--- config.mk ---
export PLATFORM = sky130hd
export DESIGN_NAME = static_position_kalman_fusion_top
export DESIGN_NICKNAME = d
export VERILOG_FILES = /design/src/hw/rtl/spkf_pkg.sv /design/src/hw/rtl/static_position_kalman_fusion_top.sv
export SDC_FILE = /design/constraint.sdc
export NUM_CORES = 2
export LEC_CHECK = 0
export ABC_AREA = 1
export BUFFER_PORTS_ARGS = -buffer_cell sky130_fd_sc_hd__buf_2
export CORE_MARGIN = 2
export CORE_UTILIZATION = 40
export CTS_BUF_LIST = sky130_fd_sc_hd__clkbuf_4 sky130_fd_sc_hd__clkbuf_8
export CTS_CLUSTER_SIZE = 30
export DETAILED_ROUTE_END_ITERATION = 16
export MAX_ROUTING_LAYER = met4
export PLACE_DENSITY_LB_ADDON = 0.05
export SKIP_LAST_GASP = 1
export SYNTH_ARGS = -nofsm -noshare
export SYNTH_HDL_FRONTEND = slang
export SYNTH_SLANG_ARGS = --single-unit
--- constraint.sdc ---
create_clock -name aclk -period 6.7 [get_ports aclk]
set_input_delay 1.34 -clock aclk [delete_from_list [all_inputs] [get_ports aclk]]
set_output_delay 1.34 -clock aclk [all_outputs]
set_load 0.02 [all_outputs]
--- src/hw/rtl/spkf_pkg.sv ---
// ----------------------------------------------------------------------------
// spkf_pkg - static position fusion package
// Widths, reset constants, register indexes and word types shared by the
// position fusion block.
// ----------------------------------------------------------------------------
package spkf_pkg;

    localparam int POS_WIDTH     = 24;
    localparam int VAR_FRAC_BITS = 14;
    localparam int VAR_W         = 16;

    // magnitude of a position difference, product and divisor widths
    localparam int MAG_W  = POS_WIDTH + 1;
    localparam int PROD_W = MAG_W + VAR_W;
    localparam int SUM_W  = VAR_W + 1;
    localparam int CNT_W  = $clog2(MAG_W + 1);

    localparam int VAR_ONE_I = (VAR_FRAC_BITS > 15) ? 65535 : (1 << VAR_FRAC_BITS);
    localparam logic [VAR_W-1:0] VAR_ONE      = VAR_W'(VAR_ONE_I);
    localparam logic [VAR_W-1:0] R_CAM_RESET  = VAR_W'((VAR_ONE_I + 5) / 10);
    localparam logic [VAR_W-1:0] R_RAD_RESET  = VAR_W'((2 * VAR_ONE_I + 5) / 10);

    localparam int CFG_IDX_W = 2;
    localparam logic [CFG_IDX_W-1:0] CFG_R_CAMERA  = 2'd0;
    localparam logic [CFG_IDX_W-1:0] CFG_R_RADAR   = 2'd1;
    localparam logic [CFG_IDX_W-1:0] CFG_P_INITIAL = 2'd2;

    localparam logic SRC_CAMERA = 1'b0;
    localparam logic SRC_RADAR  = 1'b1;

    typedef struct packed {
        logic                        func;
        logic signed [POS_WIDTH-1:0] meas_x;
        logic signed [POS_WIDTH-1:0] meas_y;
    } in_word_t;

    typedef struct packed {
        logic signed [POS_WIDTH-1:0] fused_x;
        logic signed [POS_WIDTH-1:0] fused_y;
        logic        [VAR_W-1:0]     var_x_out;
        logic        [VAR_W-1:0]     var_y_out;
        logic                        first_fix;
    } out_word_t;

endpackage

--- src/hw/rtl/static_position_kalman_fusion_top.sv ---
// ----------------------------------------------------------------------------
// static_position_kalman_fusion_top - per-axis Kalman update of a static fix
// One shared multiplier and a one-bit-per-cycle restoring divider serve both
// axes and both divisions of the measurement update.
// ----------------------------------------------------------------------------
// Sequence: the first word after reset goes from idle straight to the output
// register; later words run, for each axis, setup and then multiply, divide
// and update for position and again for variance (an axis with zero sum skips
// its work). Input is taken only while the sequencer is idle, so a new word is
// not taken before the last one is through, and the sequencer waits while the
// output register stays full. The output register frees the sequencer while
// a result waits downstream.
// Reset (aresetn low, synchronous) clears the estimate, loads unit variance
// and the default noise registers, and empties the output register.
module static_position_kalman_fusion_top
    import spkf_pkg::*;
(
    input  logic                 aclk,
    input  logic                 aresetn,
    input  logic                 cfg_wr_en,
    input  logic [CFG_IDX_W-1:0] cfg_index,
    input  logic [VAR_W-1:0]     cfg_data,
    input  logic                 s_valid,
    output logic                 s_ready,
    input  in_word_t             s_data,
    output logic                 m_valid,
    input  logic                 m_ready,
    output out_word_t            m_data
);

    typedef enum logic [5:0] {
        ST_IDLE  = 6'b000001,
        ST_SETUP = 6'b000010,
        ST_MUL   = 6'b000100,
        ST_DIV   = 6'b001000,
        ST_UPD   = 6'b010000,
        ST_DONE  = 6'b100000
    } state_t;

    state_t state_reg, state_next;

    logic [VAR_W-1:0] r_cam_reg, r_rad_reg, p_init_reg;

    logic signed [POS_WIDTH-1:0] est_x_reg, est_y_reg;
    logic        [VAR_W-1:0]     var_x_reg, var_y_reg;
    logic                        have_fix_reg;
    logic                        first_reg;

    logic signed [POS_WIDTH-1:0] z_x_reg, z_y_reg;
    logic        [VAR_W-1:0]     r_reg;
    logic                        axis_reg;   // 0 x, 1 y
    logic                        phase_reg;  // 0 position, 1 variance

    logic [SUM_W-1:0] sum_reg;
    logic [MAG_W-1:0] mag_reg;
    logic             neg_reg;
    logic [SUM_W-1:0] rem_reg;
    logic [MAG_W-1:0] div_reg;
    logic [CNT_W-1:0] cnt_reg;

    logic      m_valid_reg;
    out_word_t m_data_reg;

    // current axis operands
    logic signed [POS_WIDTH-1:0] pos_cur, z_cur;
    logic        [VAR_W-1:0]     var_cur;
    logic        [SUM_W-1:0]     sum_cur;
    logic signed [MAG_W-1:0]     diff_cur;
    logic        [MAG_W-1:0]     mul_a;
    logic        [PROD_W-1:0]    prod;
    logic        [SUM_W:0]       trial;
    logic                        ge;
    logic signed [MAG_W:0]       np_wide;
    logic signed [POS_WIDTH-1:0] np_sat;

    localparam logic signed [MAG_W:0] POS_MAX_W =
        (MAG_W+1)'({1'b0, {(POS_WIDTH-1){1'b1}}});
    localparam logic signed [MAG_W:0] POS_MIN_W =
        -(MAG_W+1)'({1'b1, {(POS_WIDTH-1){1'b0}}});

    assign pos_cur  = axis_reg ? est_y_reg : est_x_reg;
    assign z_cur    = axis_reg ? z_y_reg : z_x_reg;
    assign var_cur  = axis_reg ? var_y_reg : var_x_reg;
    assign sum_cur  = {1'b0, var_cur} + {1'b0, r_reg};
    assign diff_cur = {z_cur[POS_WIDTH-1], z_cur} - {pos_cur[POS_WIDTH-1], pos_cur};

    // shared multiplier: mag * var, then r * var
    assign mul_a = phase_reg ? {{(MAG_W-VAR_W){1'b0}}, r_reg} : mag_reg;
    assign prod  = mul_a * var_cur;

    // shared divider step
    assign trial = {rem_reg, div_reg[MAG_W-1]};
    assign ge    = trial >= {1'b0, sum_reg};

    always_comb begin
        if (neg_reg) begin
            np_wide = {pos_cur[POS_WIDTH-1], pos_cur[POS_WIDTH-1], pos_cur}
                      - $signed({1'b0, div_reg});
        end else begin
            np_wide = {pos_cur[POS_WIDTH-1], pos_cur[POS_WIDTH-1], pos_cur}
                      + $signed({1'b0, div_reg});
        end
        if (np_wide > POS_MAX_W) begin
            np_sat = {1'b0, {(POS_WIDTH-1){1'b1}}};
        end else if (np_wide < POS_MIN_W) begin
            np_sat = {1'b1, {(POS_WIDTH-1){1'b0}}};
        end else begin
            np_sat = np_wide[POS_WIDTH-1:0];
        end
    end

    assign s_ready = (state_reg == ST_IDLE);
    assign m_valid = m_valid_reg;
    assign m_data  = m_data_reg;

    always_comb begin
        state_next = state_reg;
        unique case (state_reg)
            ST_IDLE: begin
                if (s_valid) begin
                    state_next = have_fix_reg ? ST_SETUP : ST_DONE;
                end
            end
            ST_SETUP: begin
                if (sum_cur != '0) begin
                    state_next = ST_MUL;
                end else if (axis_reg) begin
                    state_next = ST_DONE;
                end
            end
            ST_MUL: state_next = ST_DIV;
            ST_DIV: begin
                if (cnt_reg == CNT_W'(1)) begin
                    state_next = ST_UPD;
                end
            end
            ST_UPD: begin
                if (!phase_reg) begin
                    state_next = ST_MUL;
                end else begin
                    state_next = axis_reg ? ST_DONE : ST_SETUP;
                end
            end
            ST_DONE: begin
                if (!m_valid_reg || m_ready) begin
                    state_next = ST_IDLE;
                end
            end
            default: state_next = ST_IDLE;
        endcase
    end

    // configuration registers
    always_ff @(posedge aclk) begin
        if (!aresetn) begin
            r_cam_reg  <= R_CAM_RESET;
            r_rad_reg  <= R_RAD_RESET;
            p_init_reg <= VAR_ONE;
        end else if (cfg_wr_en) begin
            unique case (cfg_index)
                CFG_R_CAMERA:  r_cam_reg  <= cfg_data;
                CFG_R_RADAR:   r_rad_reg  <= cfg_data;
                CFG_P_INITIAL: p_init_reg <= cfg_data;
                default: ;
            endcase
        end
    end

    always_ff @(posedge aclk) begin
        if (!aresetn) begin
            state_reg    <= ST_IDLE;
            est_x_reg    <= '0;
            est_y_reg    <= '0;
            var_x_reg    <= VAR_ONE;
            var_y_reg    <= VAR_ONE;
            have_fix_reg <= 1'b0;
            m_valid_reg  <= 1'b0;
            axis_reg     <= 1'b0;
            phase_reg    <= 1'b0;
            cnt_reg      <= '0;
            first_reg    <= 1'b0;
        end else begin
            state_reg <= state_next;
            if (state_reg == ST_DONE && (!m_valid_reg || m_ready)) begin
                m_valid_reg <= 1'b1;
            end else if (m_valid_reg && m_ready) begin
                m_valid_reg <= 1'b0;
            end
            unique case (state_reg)
                ST_IDLE: begin
                    if (s_valid) begin
                        z_x_reg   <= s_data.meas_x;
                        z_y_reg   <= s_data.meas_y;
                        r_reg     <= (s_data.func == SRC_RADAR) ? r_rad_reg : r_cam_reg;
                        axis_reg  <= 1'b0;
                        phase_reg <= 1'b0;
                        first_reg <= !have_fix_reg;
                        if (!have_fix_reg) begin
                            // first fix: take the measurement as it stands
                            est_x_reg    <= s_data.meas_x;
                            est_y_reg    <= s_data.meas_y;
                            var_x_reg    <= p_init_reg;
                            var_y_reg    <= p_init_reg;
                            have_fix_reg <= 1'b1;
                        end
                    end
                end
                ST_SETUP: begin
                    sum_reg   <= sum_cur;
                    neg_reg   <= diff_cur[MAG_W-1];
                    mag_reg   <= diff_cur[MAG_W-1] ? MAG_W'(-diff_cur) : MAG_W'(diff_cur);
                    phase_reg <= 1'b0;
                    // zero sum: keep this axis and move on
                    if (sum_cur == '0) begin
                        axis_reg <= 1'b1;
                    end
                end
                ST_MUL: begin
                    // quotient fits the low bits, so preload the high part
                    if (!phase_reg) begin
                        rem_reg <= {1'b0, prod[PROD_W-1:MAG_W]};
                        div_reg <= prod[MAG_W-1:0];
                        cnt_reg <= CNT_W'(MAG_W);
                    end else begin
                        rem_reg <= {1'b0, prod[2*VAR_W-1:VAR_W]};
                        div_reg <= {prod[VAR_W-1:0], {(MAG_W-VAR_W){1'b0}}};
                        cnt_reg <= CNT_W'(VAR_W);
                    end
                end
                ST_DIV: begin
                    rem_reg <= ge ? SUM_W'(trial - {1'b0, sum_reg}) : trial[SUM_W-1:0];
                    div_reg <= {div_reg[MAG_W-2:0], ge};
                    cnt_reg <= cnt_reg - CNT_W'(1);
                end
                ST_UPD: begin
                    if (!phase_reg) begin
                        if (axis_reg) begin
                            est_y_reg <= np_sat;
                        end else begin
                            est_x_reg <= np_sat;
                        end
                        phase_reg <= 1'b1;
                    end else begin
                        if (axis_reg) begin
                            var_y_reg <= div_reg[VAR_W-1:0];
                        end else begin
                            var_x_reg <= div_reg[VAR_W-1:0];
                        end
                        axis_reg <= 1'b1;
                    end
                end
                default: ;
            endcase
        end
    end

    // output word: load when the register is free
    always_ff @(posedge aclk) begin
        if (state_reg == ST_DONE && (!m_valid_reg || m_ready)) begin
            m_data_reg.fused_x   <= est_x_reg;
            m_data_reg.fused_y   <= est_y_reg;
            m_data_reg.var_x_out <= var_x_reg;
            m_data_reg.var_y_out <= var_y_reg;
            m_data_reg.first_fix <= first_reg;
        end
    end

    a_div_rem_below_sum: assert property (@(posedge aclk) disable iff (!aresetn)
        (state_reg == ST_DIV) |-> (rem_reg < sum_reg))
        else $error("divider remainder not below divisor");

    a_div_count_live: assert property (@(posedge aclk) disable iff (!aresetn)
        (state_reg == ST_DIV) |-> (cnt_reg != '0))
        else $error("divider running with zero count");

    a_first_fix_direct: assert property (@(posedge aclk) disable iff (!aresetn)
        (s_valid && s_ready && !have_fix_reg) |=> (state_reg == ST_DONE && have_fix_reg))
        else $error("first fix did not go straight to output");

    a_fix_sticky: assert property (@(posedge aclk) disable iff (!aresetn)
        have_fix_reg |=> have_fix_reg)
        else $error("fix flag dropped without reset");

endmodule

### Word-level counts from Yosys, hierarchy flattened

Cells that the tools add are included.

* flip-flop bits (word level): 374
* input port bits: 72
* output and inout bits: 83
* logic and storage cells: 134

* add/sub/neg operators: 7
* multiply operators: 1
* magnitude comparators: 3
* equality and inequality tests: 19
* multiplexer cells: 50
* reductions and logical operators: 26

Operator list (number)
* $mux 24: 13
* $mux 16: 9
* $pmux 24 s2: 2
* $pmux 16 s2: 2
* $mux 25: 2
* $pmux 25 s2: 1
* $mux 6: 8
* $mul 25x16->41: 1
* $pmux 6 s6: 1
* $pmux 17 s2: 1
* $add 26x25->26: 1
* $gt 26x24->1 const B: 1
* $lt 26x24->1 const B: 1
* $mux 26: 1
* $sub 26x25->26: 1
* $neg 25->25: 1
* $sub 24x24->25: 1
* $reduce_and 5->1: 4
* $ge 18x17->1: 1
* $add 16x16->17: 1
* $logic_not 17->1: 1
* $mux 17: 1
* $reduce_bool 17->1: 1
* $sub 17x17->17: 1
* other kinds (26): 49

### Logic depth before layout (Yosys ltp)

* word-level depth: 9
* gate-level depth with buffers: 33
* gate-level depth less buffers: 31

### Worst setup path before layout

OpenSTA, ideal clock, no wires.

* path kind: reg2reg
* from: register axis_reg
* to: register rem_reg[7] (data pin)
* setup time: 256 ps
* data arrival time: 6382 ps
* data required time: 6444 ps
* path slack: 62 ps
* cell stages (with the launch flop): 30
* buffers on the path: 3
* clock period less this slack: 6638 ps
* path through: dfxtp_1 > buf_2 > buf_1 > o21ai_0 > inv_1 > buf_1 > nand2_1 > fa_1 > inv_1 > fa_1 > inv_1 > fa_1 > inv_1 > fa_1 > fa_1 > inv_1 > fa_1 > inv_1 > ha_1 > nand2_1 > nor2_1 > nand4_1 > o21ai_0 > a21oi_1 > o21ai_0 > nand2_1 > nand3_1 > nand2_1 > o21bai_1 > nand2_1

* cells in the longest elaborated chain, start to end: 4

RTL lines
* start: declaration: line static_position_kalman_fusion_top.sv:51 `logic axis_reg;`
* start signal: assignment: line static_position_kalman_fusion_top.sv:178 `axis_reg <= 1'b0;`
* start signal: assignment: line static_position_kalman_fusion_top.sv:195 `axis_reg <= 1'b0;`
* start signal: assignment: line static_position_kalman_fusion_top.sv:215 `axis_reg <= 1'b1;`
* $mux 16: line static_position_kalman_fusion_top.sv:83 `assign var_cur = axis_reg ? var_y_reg : var_x_reg;`
* $mul 25x16->41: line static_position_kalman_fusion_top.sv:89 `assign prod = mul_a * var_cur;`
* $mux 16: line static_position_kalman_fusion_top.sv:220 `if (!phase_reg) begin`
* $pmux 17 s2: line static_position_kalman_fusion_top.sv:189 `unique case (state_reg)`
* end signal: assignment: line static_position_kalman_fusion_top.sv:221 `rem_reg <= {1'b0, prod[PROD_W-1:MAG_W]};`
* end signal: assignment: line static_position_kalman_fusion_top.sv:225 `rem_reg <= {1'b0, prod[2*VAR_W-1:VAR_W]};`
* end signal: assignment: line static_position_kalman_fusion_top.sv:231 `rem_reg <= ge ? SUM_W'(trial - {1'b0, sum_reg}) : trial[SUM_W-1:0];`
* end: declaration: line static_position_kalman_fusion_top.sv:57 `logic [SUM_W-1:0] rem_reg;`

Every way passes these cells.
A chain may end at the register's enable or synchronous reset.

### Worst setup path after layout

* from: register axis_reg
* to: register rem_reg[13] (data pin)

Same word-level chain as after synthesis.

==> impl_results.md <==
* Port bufs at approximately 150
* RR Startpoint: axis_reg
* First-pass GRT wire length at between 150,000 and 200,000 um
* RSZ-0062 raised after global routing: true
* Largest net degree at the start of global routing at 74
* Slew headroom at approximately a quarter
* CTS clk-pin slew, worst paths at approximately 60 ps
* GRT Total Usage at 29.2%
* Vias in the first global route at 30,300
* Syn Area/Cell at 7.92 um2
* Tcrit/Tclk final at a little over nine tenths
* Yosys warns at 0
* Post-DR vias/cell at between 5 and 6
* GRT Residual Overflow at 0
* Final Skew at approximately 70 ps
* Met2 Use GR at 48.0%
* CP max stage cell: fa_1
* DP Wirelength at approximately 100,000 um
* Sequential element share of the synthesized area at around 29%
* Post-route ant nets at 0
* Final Max Tran Viols at 0
* Clock Tree Buf Depth at 3
* Die extent in y at slightly below 300 um
* Max reg flops at 81
* Iter 0 DRT Violations at between 2,000 and 2,500
* Top Usage Layer GRT: met2
* Pre-Repair DR Iteration Count at 6
* Final Core Density at between 40% and 50%
* Clk sinks at 374
* Final Wtd Congestion at between 0.9 and 1
* Critical Path Start: axis_reg
* Final net count at roughly 5,400
* Number of flops mapped to enable cells by yosys at 230
* Clock root buffer: clkbuf_8
* Ys flop type: edfxtp_1
* Core area at around 0.084 mm2
* Synth unique cells at between 60 and 70
* Final hold violation count at 0
* Async S/R FF share, synth at 0%
* Worst path max stage delay at between 500 and 600 ps
* CTS tree: done
* Initial antenna violation count at 4
* Critical Path End Type: register
* Max Cap Violations at 0
* Die W at approximately 300 um
* Worst EP arrival at 6940 ps
* Initial core utilization at 40.5%
* Worst-Skew Late Latency at 680 ps
* Syn Std Cell Area at between 0.03 and 0.04 mm2
* Layout cells sized above 1 at around 20%
* Cell count after synthesis at roughly 4,300
* Grt met1 use at between 30% and 40%
* #FFs+latches synth at 374
* CP required at a little over 7000 ps
* Crit start category: register
* Die ar. at between 0.08 and 0.09 mm2
* Min Tclk post-route at about 6600 ps
* Hold Path Class: reg -> reg
* Hold Path Origin: var_y_reg[6]
* Total CTS buffers at 68
* Classification of the worst setup path: reg -> reg
* Status: complete, no violations
* Layout area overhead at 22.8%
* Grt met3 use at between 3 and 4%
* DRC Markers at 0
* Worst slew pin tran at between 1000 and 1500 ps
* IO Count at 155
* CP Max Fanout at 7
* Final setup violation count at 0
* Post-Syn Nets at 4,886
* Final WL at roughly 120,000 um
* Cell Rows at about 110
* WL/cell at roughly 21 um
* H-tree levels at 3
* Vias at 30,200
* Fmax at 0.152 GHz
## cells by family after synthesis
family	after synthesis	share of synthesized area, %
flip-flops	374	28.8
multiplexers	1	0.0294
AND/OR/NAND/NOR	1645	20.2
adder cells (fa/ha/maj)	523	26.4
AO/OA/AOI/OAI	679	10.9
XOR/XNOR	108	2.83
buffers and inverters	961	10.8
## area by class of cell
type                    instances  area (um2)
flip-flops and latches        374        9800
repair inverters                1        7.51
multi-input cells            2956       21400
well taps                    1134        1420
clock inverters                26         280
clock buffers                  99        1230
diodes                          5        12.5
inverters                     821        3120
fillers                      8290       42200
repair buffers                562        4490
## layout by cell type, fill, tap and decap left out, types with 32 or more instances in the layout
cell,synthesis,final
edfxtp_1,230,230
xor2_1,77,76
nand4_1,42,42
fa_1,324,300
buf_12,0,32
nand3_1,182,178
a21oi_1,271,252
dfxtp_1,144,142
inv_1,797,750
nand2_1,887,861
buf_4,3,333
nor2_1,426,406
ha_1,199,179
inv_2,10,53
buf_6,6,34
o21ai_0,257,231
o21ai_1,28,34
clkbuf_8,0,78
buf_2,13,153
## layer usage
| metal | vias up | wire length [um] |
|---|---|---|
| li1 | 14600 | - |
| met1 | 14700 | 54800 |
| met2 | 747 | 59800 |
| met3 | 160 | 5270 |
| met4 | 0 | 3600 |
| met5 | - | 0 |
## final timing paths
path / end / slack (ps) / cells past startpoint
hold reg to reg: m_data[7] / 430 / 0
setup / recovery: rem_reg[13] / 130 / 31
setup reg to reg: rem_reg[13] / 130 / 31
hold / removal: m_data[7] / 430 / 0
## what timing repair did
| item | 4_1_cts | 5_1_grt |
|---|---|---|
| pin swaps | 30 | 150 |
| setup buffers | 18 | 31 |
| endpoints found under the setup margin | 23 | 24 |
| resized for setup | 94 | 215 |
| cloned | 1 | 5 |
| hold buffers | 0 | 0 |
## metrics by stage
| step | cell area (um2) | hold WS (ps) | setup TNS [ps] | setup WS, ps | cells |
|---|---|---|---|---|---|
| after floorplan | 34000 | 408 | 0 | 61.8 | 4291 |
| after global placement | 38700 | 415 | -4490 | -418 | 5793 |
| after detailed placement | 38700 | 416 | -5740 | -492 | 5793 |
| after CTS | 40700 | 430 | 0 | 8.29 | 5937 |
| after global routing | 41800 | 438 | -591 | -92.9 | 5977 |
| final | 41800 | 426 | 0 | 129 | 5978 |
## cells in the mapped netlist (5+ instances only)
cell        n  area share [%]
a21boi_0    5            0.11
a21o_1     12            0.26
a21oi_1   271             4.0
a31oi_1     8            0.15
buf_1      17            0.19
buf_2      13            0.19
buf_6       6            0.20
clkbuf_1  101             1.1
clkinv_1   12            0.13
dfxtp_1   144             8.5
edfxtp_1  230              20
fa_1      324              19
ha_1      199             7.3
inv_1     797             8.8
inv_2      10            0.11
nand2_1   887             9.8
nand3_1   182             2.7
nand3_2    13            0.38
nand3b_1   10            0.22
nand4_1    42            0.77
nor2_1    426             4.7
nor2_2      8            0.15
nor3_1     27            0.40
nor4_1      9            0.17
o211ai_1   14            0.31
o21a_1     26            0.57
o21ai_0   257             3.8
o21ai_1    28            0.41
o21ai_2     5            0.13
o21bai_1   15            0.33
o22ai_1    15            0.28
o31ai_1     7            0.15
or2_2      25            0.46
xnor2_1    29            0.75
xor2_1     77             2.0
## critical path, delay by kind of cell (launching register included)
kind                     cells  cell delay (ps)
AO/OA/AOI/OAI                2              140
adder cells (fa/ha/maj)      7             3140
buffers and inverters       11             1430
flip-flops                   1              460
AND/OR/NAND/NOR             11             1090
Power is not shown: default switching activity piles up to over one toggle a cycle in this logic, so the estimate is an artifact.
